===== src/rtl/core/indexed_shift_list_top_macros.svh =====
// ----------------------------------------------------------------------------
// Indexed shift list assertion macros
// Shared concurrent assertion forms for the indexed shift list RTL.
// ----------------------------------------------------------------------------
`ifndef INDEXED_SHIFT_LIST_TOP_MACROS_SVH
`define INDEXED_SHIFT_LIST_TOP_MACROS_SVH

// same-cycle implication, disabled while in reset
`define ISL_ASSERT_IMPL(label, clk, rst_n, ante, cons, msg) \
  label: assert property (@(posedge clk) disable iff (!rst_n) (ante) |-> (cons)) \
    else $error(msg);

// next-cycle implication, disabled while in reset
`define ISL_ASSERT_NEXT(label, clk, rst_n, ante, cons, msg) \
  label: assert property (@(posedge clk) disable iff (!rst_n) (ante) |=> (cons)) \
    else $error(msg);

`endif


===== src/rtl/core/isl_pkg.sv =====
// ----------------------------------------------------------------------------
// Indexed shift list package
// Field widths, command and status codes, FSM states, control/status bundles.
// ----------------------------------------------------------------------------
package isl_pkg;

  localparam int unsigned CAPACITY_DEF = 64;

  localparam int unsigned CMD_W    = 3;
  localparam int unsigned POS_W    = 7;
  localparam int unsigned DATA_W   = 32;
  localparam int unsigned STATUS_W = 2;
  localparam int unsigned COUNT_W  = 7;

  typedef enum logic [CMD_W-1:0] {
    CMD_PUSH_BACK  = 3'd0,
    CMD_POP_BACK   = 3'd1,
    CMD_PUSH_FRONT = 3'd2,
    CMD_POP_FRONT  = 3'd3,
    CMD_INSERT     = 3'd4,
    CMD_REMOVE     = 3'd5
  } cmd_t;

  typedef enum logic [STATUS_W-1:0] {
    ST_OK     = 2'd0,
    ST_EMPTY  = 2'd1,
    ST_FULL   = 2'd2,
    ST_BADPOS = 2'd3
  } status_t;

  typedef enum logic [2:0] {
    S_IDLE,
    S_EXEC,
    S_INS_SHIFT,
    S_INS_PUT,
    S_REM_TAKE,
    S_REM_SHIFT,
    S_FINISH
  } state_t;

  typedef enum logic [2:0] {
    IDX_HOLD,
    IDX_LOAD_AT,
    IDX_LOAD_LAST,
    IDX_DEC,
    IDX_INC
  } idx_op_t;

  typedef enum logic [1:0] {
    WR_NONE,
    WR_AT_DIN,
    WR_UP,
    WR_DOWN
  } wr_op_t;

  // controller -> datapath
  typedef struct packed {
    logic    load;
    idx_op_t idx_op;
    logic    rd_en;
    wr_op_t  wr_op;
    logic    cnt_inc;
    logic    cnt_dec;
    logic    dout_ld;
    logic    status_ld;
    status_t status;
    logic    out_load;
  } isl_cmd_t;

  // datapath -> controller
  typedef struct packed {
    cmd_t cmd;
    logic bad_ins;
    logic bad_rem;
    logic full;
    logic empty;
    logic at_is_end;
    logic idx_at;
    logic idx_last;
    logic out_free;
  } isl_stat_t;

endpackage


===== src/rtl/core/isl_ctrl.sv =====
// ----------------------------------------------------------------------------
// Indexed shift list controller
// Sequences one command at a time: checks, element shifting, result hand-off.
// ----------------------------------------------------------------------------
module isl_ctrl
  import isl_pkg::*;
(
  input  logic      clk,
  input  logic      rst_n,
  input  logic      in_valid,
  output logic      in_ready,
  input  isl_stat_t stat,
  output isl_cmd_t  cmd
);

  state_t state_r, state_nxt;
  logic   ins_kind;
  logic   rem_kind;

  always_ff @(posedge clk) begin
    if (!rst_n) begin
      state_r <= S_IDLE;
    end else begin
      state_r <= state_nxt;
    end
  end

  always_comb begin
    ins_kind  = stat.cmd inside {CMD_PUSH_BACK, CMD_PUSH_FRONT, CMD_INSERT};
    rem_kind  = stat.cmd inside {CMD_POP_BACK, CMD_POP_FRONT, CMD_REMOVE};
    state_nxt = state_r;
    cmd       = '0;
    in_ready  = 1'b0;
    case (state_r)
      S_IDLE: begin
        in_ready = 1'b1;
        if (in_valid) begin
          cmd.load  = 1'b1;
          state_nxt = S_EXEC;
        end
      end
      S_EXEC: begin
        state_nxt = S_FINISH;
        if (ins_kind) begin
          // position check goes before the full check
          if (stat.bad_ins) begin
            cmd.status_ld = 1'b1;
            cmd.status    = ST_BADPOS;
          end else if (stat.full) begin
            cmd.status_ld = 1'b1;
            cmd.status    = ST_FULL;
          end else if (stat.at_is_end) begin
            cmd.wr_op   = WR_AT_DIN;
            cmd.cnt_inc = 1'b1;
          end else begin
            cmd.idx_op = IDX_LOAD_LAST;
            cmd.rd_en  = 1'b1;
            state_nxt  = S_INS_SHIFT;
          end
        end else if (rem_kind) begin
          if (stat.empty) begin
            cmd.status_ld = 1'b1;
            cmd.status    = ST_EMPTY;
          end else if (stat.bad_rem) begin
            cmd.status_ld = 1'b1;
            cmd.status    = ST_BADPOS;
          end else begin
            cmd.idx_op = IDX_LOAD_AT;
            cmd.rd_en  = 1'b1;
            state_nxt  = S_REM_TAKE;
          end
        end
      end
      S_INS_SHIFT: begin
        // move the word read last cycle one slot up
        cmd.wr_op = WR_UP;
        if (stat.idx_at) begin
          state_nxt = S_INS_PUT;
        end else begin
          cmd.idx_op = IDX_DEC;
          cmd.rd_en  = 1'b1;
        end
      end
      S_INS_PUT: begin
        cmd.wr_op   = WR_AT_DIN;
        cmd.cnt_inc = 1'b1;
        state_nxt   = S_FINISH;
      end
      S_REM_TAKE: begin
        cmd.dout_ld = 1'b1;
        if (stat.idx_last) begin
          cmd.cnt_dec = 1'b1;
          state_nxt   = S_FINISH;
        end else begin
          cmd.idx_op = IDX_INC;
          cmd.rd_en  = 1'b1;
          state_nxt  = S_REM_SHIFT;
        end
      end
      S_REM_SHIFT: begin
        // move the word read last cycle one slot down
        cmd.wr_op = WR_DOWN;
        if (stat.idx_last) begin
          cmd.cnt_dec = 1'b1;
          state_nxt   = S_FINISH;
        end else begin
          cmd.idx_op = IDX_INC;
          cmd.rd_en  = 1'b1;
        end
      end
      S_FINISH: begin
        if (stat.out_free) begin
          cmd.out_load = 1'b1;
          state_nxt    = S_IDLE;
        end
      end
      default: begin
        state_nxt = S_IDLE;
      end
    endcase
  end

endmodule


===== src/rtl/core/isl_dp.sv =====
// ----------------------------------------------------------------------------
// Indexed shift list datapath
// Element memory, count, walk index, latched command and result register.
// ----------------------------------------------------------------------------
`include "indexed_shift_list_top_macros.svh"

module isl_dp
  import isl_pkg::*;
#(
  parameter int unsigned CAPACITY = CAPACITY_DEF
) (
  input  logic                     clk,
  input  logic                     rst_n,
  input  logic [CMD_W-1:0]         in_cmd,
  input  logic [POS_W-1:0]         in_position,
  input  logic signed [DATA_W-1:0] in_data_in,
  output logic                     out_valid,
  input  logic                     out_ready,
  output logic signed [DATA_W-1:0] out_data_out,
  output logic [STATUS_W-1:0]      out_status,
  output logic [COUNT_W-1:0]       out_count,
  input  isl_cmd_t                 cmd,
  output isl_stat_t                stat
);

  localparam int unsigned ADDR_W = $clog2(CAPACITY);
  localparam int unsigned CNT_W  = $clog2(CAPACITY + 1);
  localparam int unsigned AT_W   = (CNT_W > POS_W) ? CNT_W : POS_W;

  logic signed [DATA_W-1:0] mem [CAPACITY];

  cmd_t                     cmd_r;
  logic [AT_W-1:0]          at_r;
  logic signed [DATA_W-1:0] din_r;
  logic [CNT_W-1:0]         count_r;
  logic [ADDR_W-1:0]        idx_r, idx_nxt;
  logic signed [DATA_W-1:0] rd_data_r;
  logic signed [DATA_W-1:0] dout_r;
  status_t                  status_r;
  logic                     out_valid_r;
  logic signed [DATA_W-1:0] out_data_r;
  status_t                  out_status_r;
  logic [COUNT_W-1:0]       out_count_r;

  logic                     wr_en;
  logic [ADDR_W-1:0]        wr_addr;
  logic signed [DATA_W-1:0] wr_data;
  logic [AT_W-1:0]          at_load;

  // target slot of the incoming command
  always_comb begin
    case (cmd_t'(in_cmd))
      CMD_PUSH_BACK:  at_load = AT_W'(count_r);
      CMD_POP_BACK:   at_load = AT_W'(count_r - CNT_W'(1));
      CMD_PUSH_FRONT: at_load = '0;
      CMD_POP_FRONT:  at_load = '0;
      default:        at_load = AT_W'(in_position);
    endcase
  end

  always_comb begin
    case (cmd.idx_op)
      IDX_LOAD_AT:   idx_nxt = at_r[ADDR_W-1:0];
      IDX_LOAD_LAST: idx_nxt = ADDR_W'(count_r - CNT_W'(1));
      IDX_DEC:       idx_nxt = idx_r - ADDR_W'(1);
      IDX_INC:       idx_nxt = idx_r + ADDR_W'(1);
      default:       idx_nxt = idx_r;
    endcase
  end

  always_comb begin
    wr_en   = 1'b1;
    wr_data = rd_data_r;
    case (cmd.wr_op)
      WR_AT_DIN: begin
        wr_addr = at_r[ADDR_W-1:0];
        wr_data = din_r;
      end
      WR_UP:   wr_addr = idx_r + ADDR_W'(1);
      WR_DOWN: wr_addr = idx_r - ADDR_W'(1);
      default: begin
        wr_en   = 1'b0;
        wr_addr = idx_r;
      end
    endcase
  end

  always_ff @(posedge clk) begin
    if (wr_en) begin
      mem[wr_addr] <= wr_data;
    end
    if (cmd.rd_en) begin
      rd_data_r <= mem[idx_nxt];
    end
  end

  always_ff @(posedge clk) begin
    idx_r <= idx_nxt;
    if (cmd.load) begin
      cmd_r <= cmd_t'(in_cmd);
      at_r  <= at_load;
      din_r <= in_data_in;
    end
    if (cmd.load) begin
      dout_r <= '0;
    end else if (cmd.dout_ld) begin
      dout_r <= rd_data_r;
    end
    if (cmd.load) begin
      status_r <= ST_OK;
    end else if (cmd.status_ld) begin
      status_r <= cmd.status;
    end
    if (cmd.out_load) begin
      out_data_r   <= dout_r;
      out_status_r <= status_r;
      out_count_r  <= COUNT_W'(count_r);
    end
  end

  always_ff @(posedge clk) begin
    if (!rst_n) begin
      count_r     <= '0;
      out_valid_r <= 1'b0;
    end else begin
      if (cmd.cnt_inc) begin
        count_r <= count_r + CNT_W'(1);
      end else if (cmd.cnt_dec) begin
        count_r <= count_r - CNT_W'(1);
      end
      if (cmd.out_load) begin
        out_valid_r <= 1'b1;
      end else if (out_ready) begin
        out_valid_r <= 1'b0;
      end
    end
  end

  always_comb begin
    stat.cmd       = cmd_r;
    stat.bad_ins   = at_r > AT_W'(count_r);
    stat.bad_rem   = at_r >= AT_W'(count_r);
    stat.full      = count_r == CNT_W'(CAPACITY);
    stat.empty     = count_r == '0;
    stat.at_is_end = at_r == AT_W'(count_r);
    stat.idx_at    = AT_W'(idx_r) == at_r;
    stat.idx_last  = (CNT_W'(idx_r) + CNT_W'(1)) == count_r;
    stat.out_free  = !out_valid_r || out_ready;
  end

  assign out_valid    = out_valid_r;
  assign out_data_out = out_data_r;
  assign out_status   = out_status_r;
  assign out_count    = out_count_r;

  `ISL_ASSERT_IMPL(a_count_in_range, clk, rst_n, 1'b1, count_r <= CNT_W'(CAPACITY),
    "element count above capacity")
  `ISL_ASSERT_IMPL(a_no_grow_when_full, clk, rst_n, cmd.cnt_inc, !stat.full,
    "count raised on a full list")
  `ISL_ASSERT_IMPL(a_no_shrink_when_empty, clk, rst_n, cmd.cnt_dec, !stat.empty,
    "count lowered on an empty list")
  `ISL_ASSERT_IMPL(a_result_slot_free, clk, rst_n, cmd.out_load, stat.out_free,
    "result word overwritten before it was taken")

endmodule


===== src/rtl/core/indexed_shift_list_top.sv =====
// ----------------------------------------------------------------------------
// Indexed shift list
// Fixed-capacity ordered list of signed words with push/pop and indexed edit.
// ----------------------------------------------------------------------------
// One command word in, one result word out. The list lives in a simple
// dual-port memory (one write and one registered read per cycle). An insert
// or push front at position p moves each word from the last one down to p one
// slot up, then writes the new word at p; a remove, pop front or pop back takes
// the word at p as its result and moves each word above p one slot down. A
// command that moves nothing (push back, any rejected command, unused codes)
// goes straight on to the result. The next word is taken once the previous
// result has been loaded into the output register, which may still be waiting
// on out_ready. After reset the list is empty and slot contents are undefined.
module indexed_shift_list_top
  import isl_pkg::*;
#(
  parameter int unsigned CAPACITY = CAPACITY_DEF
) (
  input  logic                     clk,
  input  logic                     rst_n,
  input  logic                     in_valid,
  output logic                     in_ready,
  input  logic [CMD_W-1:0]         in_cmd,
  input  logic [POS_W-1:0]         in_position,
  input  logic signed [DATA_W-1:0] in_data_in,
  output logic                     out_valid,
  input  logic                     out_ready,
  output logic signed [DATA_W-1:0] out_data_out,
  output logic [STATUS_W-1:0]      out_status,
  output logic [COUNT_W-1:0]       out_count
);

  isl_cmd_t  cmd;
  isl_stat_t stat;

  isl_ctrl u_ctrl (
    .clk      (clk),
    .rst_n    (rst_n),
    .in_valid (in_valid),
    .in_ready (in_ready),
    .stat     (stat),
    .cmd      (cmd)
  );

  isl_dp #(
    .CAPACITY (CAPACITY)
  ) u_dp (
    .clk          (clk),
    .rst_n        (rst_n),
    .in_cmd       (in_cmd),
    .in_position  (in_position),
    .in_data_in   (in_data_in),
    .out_valid    (out_valid),
    .out_ready    (out_ready),
    .out_data_out (out_data_out),
    .out_status   (out_status),
    .out_count    (out_count),
    .cmd          (cmd),
    .stat         (stat)
  );

endmodule

===== config.mk =====
export PLATFORM = sky130hd
export DESIGN_NAME = indexed_shift_list_top
export DESIGN_NICKNAME = d
export VERILOG_FILES = /design/src/rtl/core/isl_pkg.sv /design/src/rtl/core/isl_ctrl.sv /design/src/rtl/core/isl_dp.sv /design/src/rtl/core/indexed_shift_list_top.sv
export VERILOG_INCLUDE_DIRS = /design/src /design/src/rtl/core
export SDC_FILE = /design/constraint.sdc
export NUM_CORES = 2
export LEC_CHECK = 0
export ABC_CLOCK_PERIOD_IN_PS = 9300
export BUFFER_PORTS_ARGS = -buffer_cell sky130_fd_sc_hd__buf_2
export CORE_MARGIN = 1
export CORE_UTILIZATION = 40
export CTS_CLUSTER_SIZE = 40
export DETAILED_ROUTE_END_ITERATION = 8
export PLACE_DENSITY = 0.6
export SKIP_CTS_REPAIR_TIMING = 1
export SLEW_MARGIN = 25
export SYNTH_ARGS = -nofsm -noshare
export SYNTH_HDL_FRONTEND = slang
export SYNTH_HIERARCHICAL = 1
export SYNTH_SLANG_ARGS = --single-unit
export TNS_END_PERCENT = 20

===== constraint.sdc =====
create_clock -name clk -period 9.3 [get_ports clk]
set_input_delay 1.86 -clock clk [delete_from_list [all_inputs] [get_ports clk]]
set_output_delay 1.86 -clock clk [all_outputs]
set_load 0.005 [all_outputs]

==> results by group <==
Outcome
  – Status: finished, final reports clean

Route
  – DR vias: 51.0k
  – DR WL/cell: 31.3 µm
  – Antenna Nets Post-Route: 0
  – # DRC: 0
  – Wirelength, routed: 266 mm
  – Drt first-iter violations: 7729
  – First-pass DRT Iterations: 7
  – Vias per inst: 5.99

Placement
  – PortBufs: 88
  – HPWL after DPL: 162 mm
  – Gpl congestion: 0.966
  – Pre-CTS setup slack: 1760 ps
  – DP Cell Count: 8109

Final layout
  – Fin util: 0.462
  – Fillcell total: 18.1k
  – Area Growth Syn to Fin: 14.4%
  – Fin cells: 8510
  – Fraction of final layout cells sized beyond drive strength 1: 0.150
  – Net count, final: 5550

Critical path
  – CP Launch Type: flop
  – Crit end category: flop
  – Worst path max stage delay: 850 ps
  – Most frequent CP cell: o21a_1
  – Worst Path Buf+Inv: 4
  – CP cell instances: inv_1, ha_1, nor2b_1, o21a_1, o21a_1, o21a_1, o21ai_0, nand2b_1, a21oi_1, o21ai_0, nor3b_2, a31oi_1, nor2_1, buf_4, nor2_1, mux2i_1, mux2_8, clkinv_8, nor2_4, buf_4, nand3_1, a32oi_1, a21oi_1, o22a_1
  – CP delay by family, top: compound AO/OA/AOI/OAI gates
  – Crit Path Category: flop to flop
  – Crit path max fanout: 69
  – Worst path depth: 24
  – CP arrival: 8400 ps
  – Crit path required time: 9910 ps
  – Slowest CP cell: nor2_4
  – Worst r2r path cells: 24

Hold path
  – Hold Path Class: flop to flop
  – Hold path cells: 0

STA
  – Worst setup slack after layout: 1510 ps
  – Count of final hold-check violations: 0
  – Final max-slew violation count: 0
  – Setup_tns: 0 ps
  – Min Tclk post-route: 7790 ps
  – Peak Freq: 128 MHz
  – Unrepaired setup endpoints after global routing: no
  – Max-slew headroom: 0.233
  – Clock Skews: 50.7 ps
  – Final worst path period share: 0.837
  – # setup viols final: 0
  – Slew @ Worst Pin: 1150 ps

Synth
  – Top cells by area, synth: edfxtp_1 (75%), mux4_2 (4.2%), nand2_1 (4.0%), mux2i_1 (3.6%), nand3_1 (2.0%)
  – Dominant synthesized flop cell: edfxtp_1
  – Async S/R FF share, synth: 0
  – Synth warn: 6
  – Top-count cell post-synth: edfxtp_1
  – Post-synthesis sequential area ratio: 0.760
  – Post-synth EDFFs: 2163
  – Synthesized area: 86800 µm²
  – Synth cell count leaders: edfxtp_1 (2163), nand2_1 (933), nand3_1 (354), mux2i_1 (311), mux4_2 (162)
  – Avg Inst Size Synth: 16.2 µm²
  – Synth area leader: edfxtp_1
  – Synth top area share: 0.749
  – Syn Inst Count: 5361
  – Synthesized flop and latch total: 2214
  – Syn nets: 5419
  – Cell variety after synth: 75

Global route
  – Vias in the first global route: 47.3k
  – First-pass GRT wire length: 372 mm
  – Initial antenna violation count: 16
  – Largest net degree at the start of global routing: 123
  – Gr ovfl total: 0
  – Overall Global Routing Usage: 0.240

Floorplanning
  – I/O Pins: 89
  – Core ar.: 215000 µm²
  – Die X-Extent: 468 µm
  – Initial Util: 0.403
  – Die ar.: 219000 µm²
  – Die Y: 468 µm
  – Rows: 170

CTS
  – Worst-Skew Late Latency: 880 ps
  – Max clock buf depth: 3
  – H-tree levels: 4
  – CTS Buf Count: 212
  – Clk sink count: 2214
  – Clock tree root buffer cell: clkbuf_16
  – CTS tree: yes
  – Clock slew at reported path FFs: 60 ps

Flow run
  – Max Cap Viol: 0
cell families (layout without fill, tap and decap cells):
kind of cell,count (synthesis),after routing,share of synthesized area
DFF,2214,2214,0.760
buffers and inverters,366,674,0.0196
other,0,3,0
and+or+nand+nor,1668,1668,0.0842
adders and majority gates,12,12,0.00173
xor gates and xnor gates,31,31,0.00313
AOI/OAI and AO/OA,552,552,0.0468
muxes,518,518,0.0840
final timing paths:
kind,startpoint,slack (ps),to
worst max-delay path,u_dp/count_r[1],1510,u_dp/rd_data_r[13]
worst min-delay path,u_dp/dout_r[29],430,u_dp/out_data_out[29]
worst max register to register,u_dp/count_r[1],1510,u_dp/rd_data_r[13]
worst min register to register,u_dp/dout_r[29],430,u_dp/out_data_out[29]
stage by stage:
step | hold WS (ps) | area, µm²
floorplan | 406 | 86800
global placement | 416 | 90900
detailed placement | 416 | 92400
CTS | 429 | 99100
global route | 439 | 99300
finish | 430 | 99300
state kept, by name (all words and copies together), names as in the netlist:
name,flops
u_ctrl/state_r,3
u_dp/at_r,7
u_dp/cmd_r,3
u_dp/out_data_out,32
u_dp/mem,2048
u_dp/rd_data_r,32
u_dp/din_r,32
u_dp/dout_r,32
u_dp/out_count,7
u_dp/out_valid,1
u_dp/idx_r,6
u_dp/out_status,2
u_dp/count_r,7
u_dp/status_r,2
layout by cell type (no fill, tap or decap), drive strengths merged, types with 23 or more instances in the layout:
master and count:
nand4 108, a32oi 125, mux2 43, clkinv 106
mux2i 313, inv 32, nand3 354, a22oi 60
buf 253, a31oi 23, o22a 25, mux4 162
nand2 933, edfxtp 2163, and3 25, a221oi 25
dfxtp 51, nor2 163, a21oi 143, o21ai 26
clkbuf 265, o211ai 29
per-layer routing:
metal	global-route usage	vias up	routed length [µm]
met4	0.114	4	13900
met1	0.335	26200	105000
met5	0	-	28
met3	0.0588	521	30400
met2	0.352	3178	117000
li1	-	21100	-
cell type report:
| type | count | area [µm²] | area share |
|---|---|---|---|
| flip-flops and latches | 2214 | 66000 | 0.665 |
| multi-input cells | 2781 | 19800 | 0.200 |
| clock buffers | 265 | 5610 | 0.0565 |
| well taps | 2838 | 3550 | 0.0358 |
| repair buffers | 253 | 3070 | 0.0310 |
| clock inverters | 126 | 1100 | 0.0111 |
| inverters | 30 | 133 | 0.00134 |
| diodes | 3 | 7.51 | 0.0000756 |
Power is left out: the tool's default activity adds up to more than one toggle a clock period on the data nets, which glitch-free logic cannot reach.
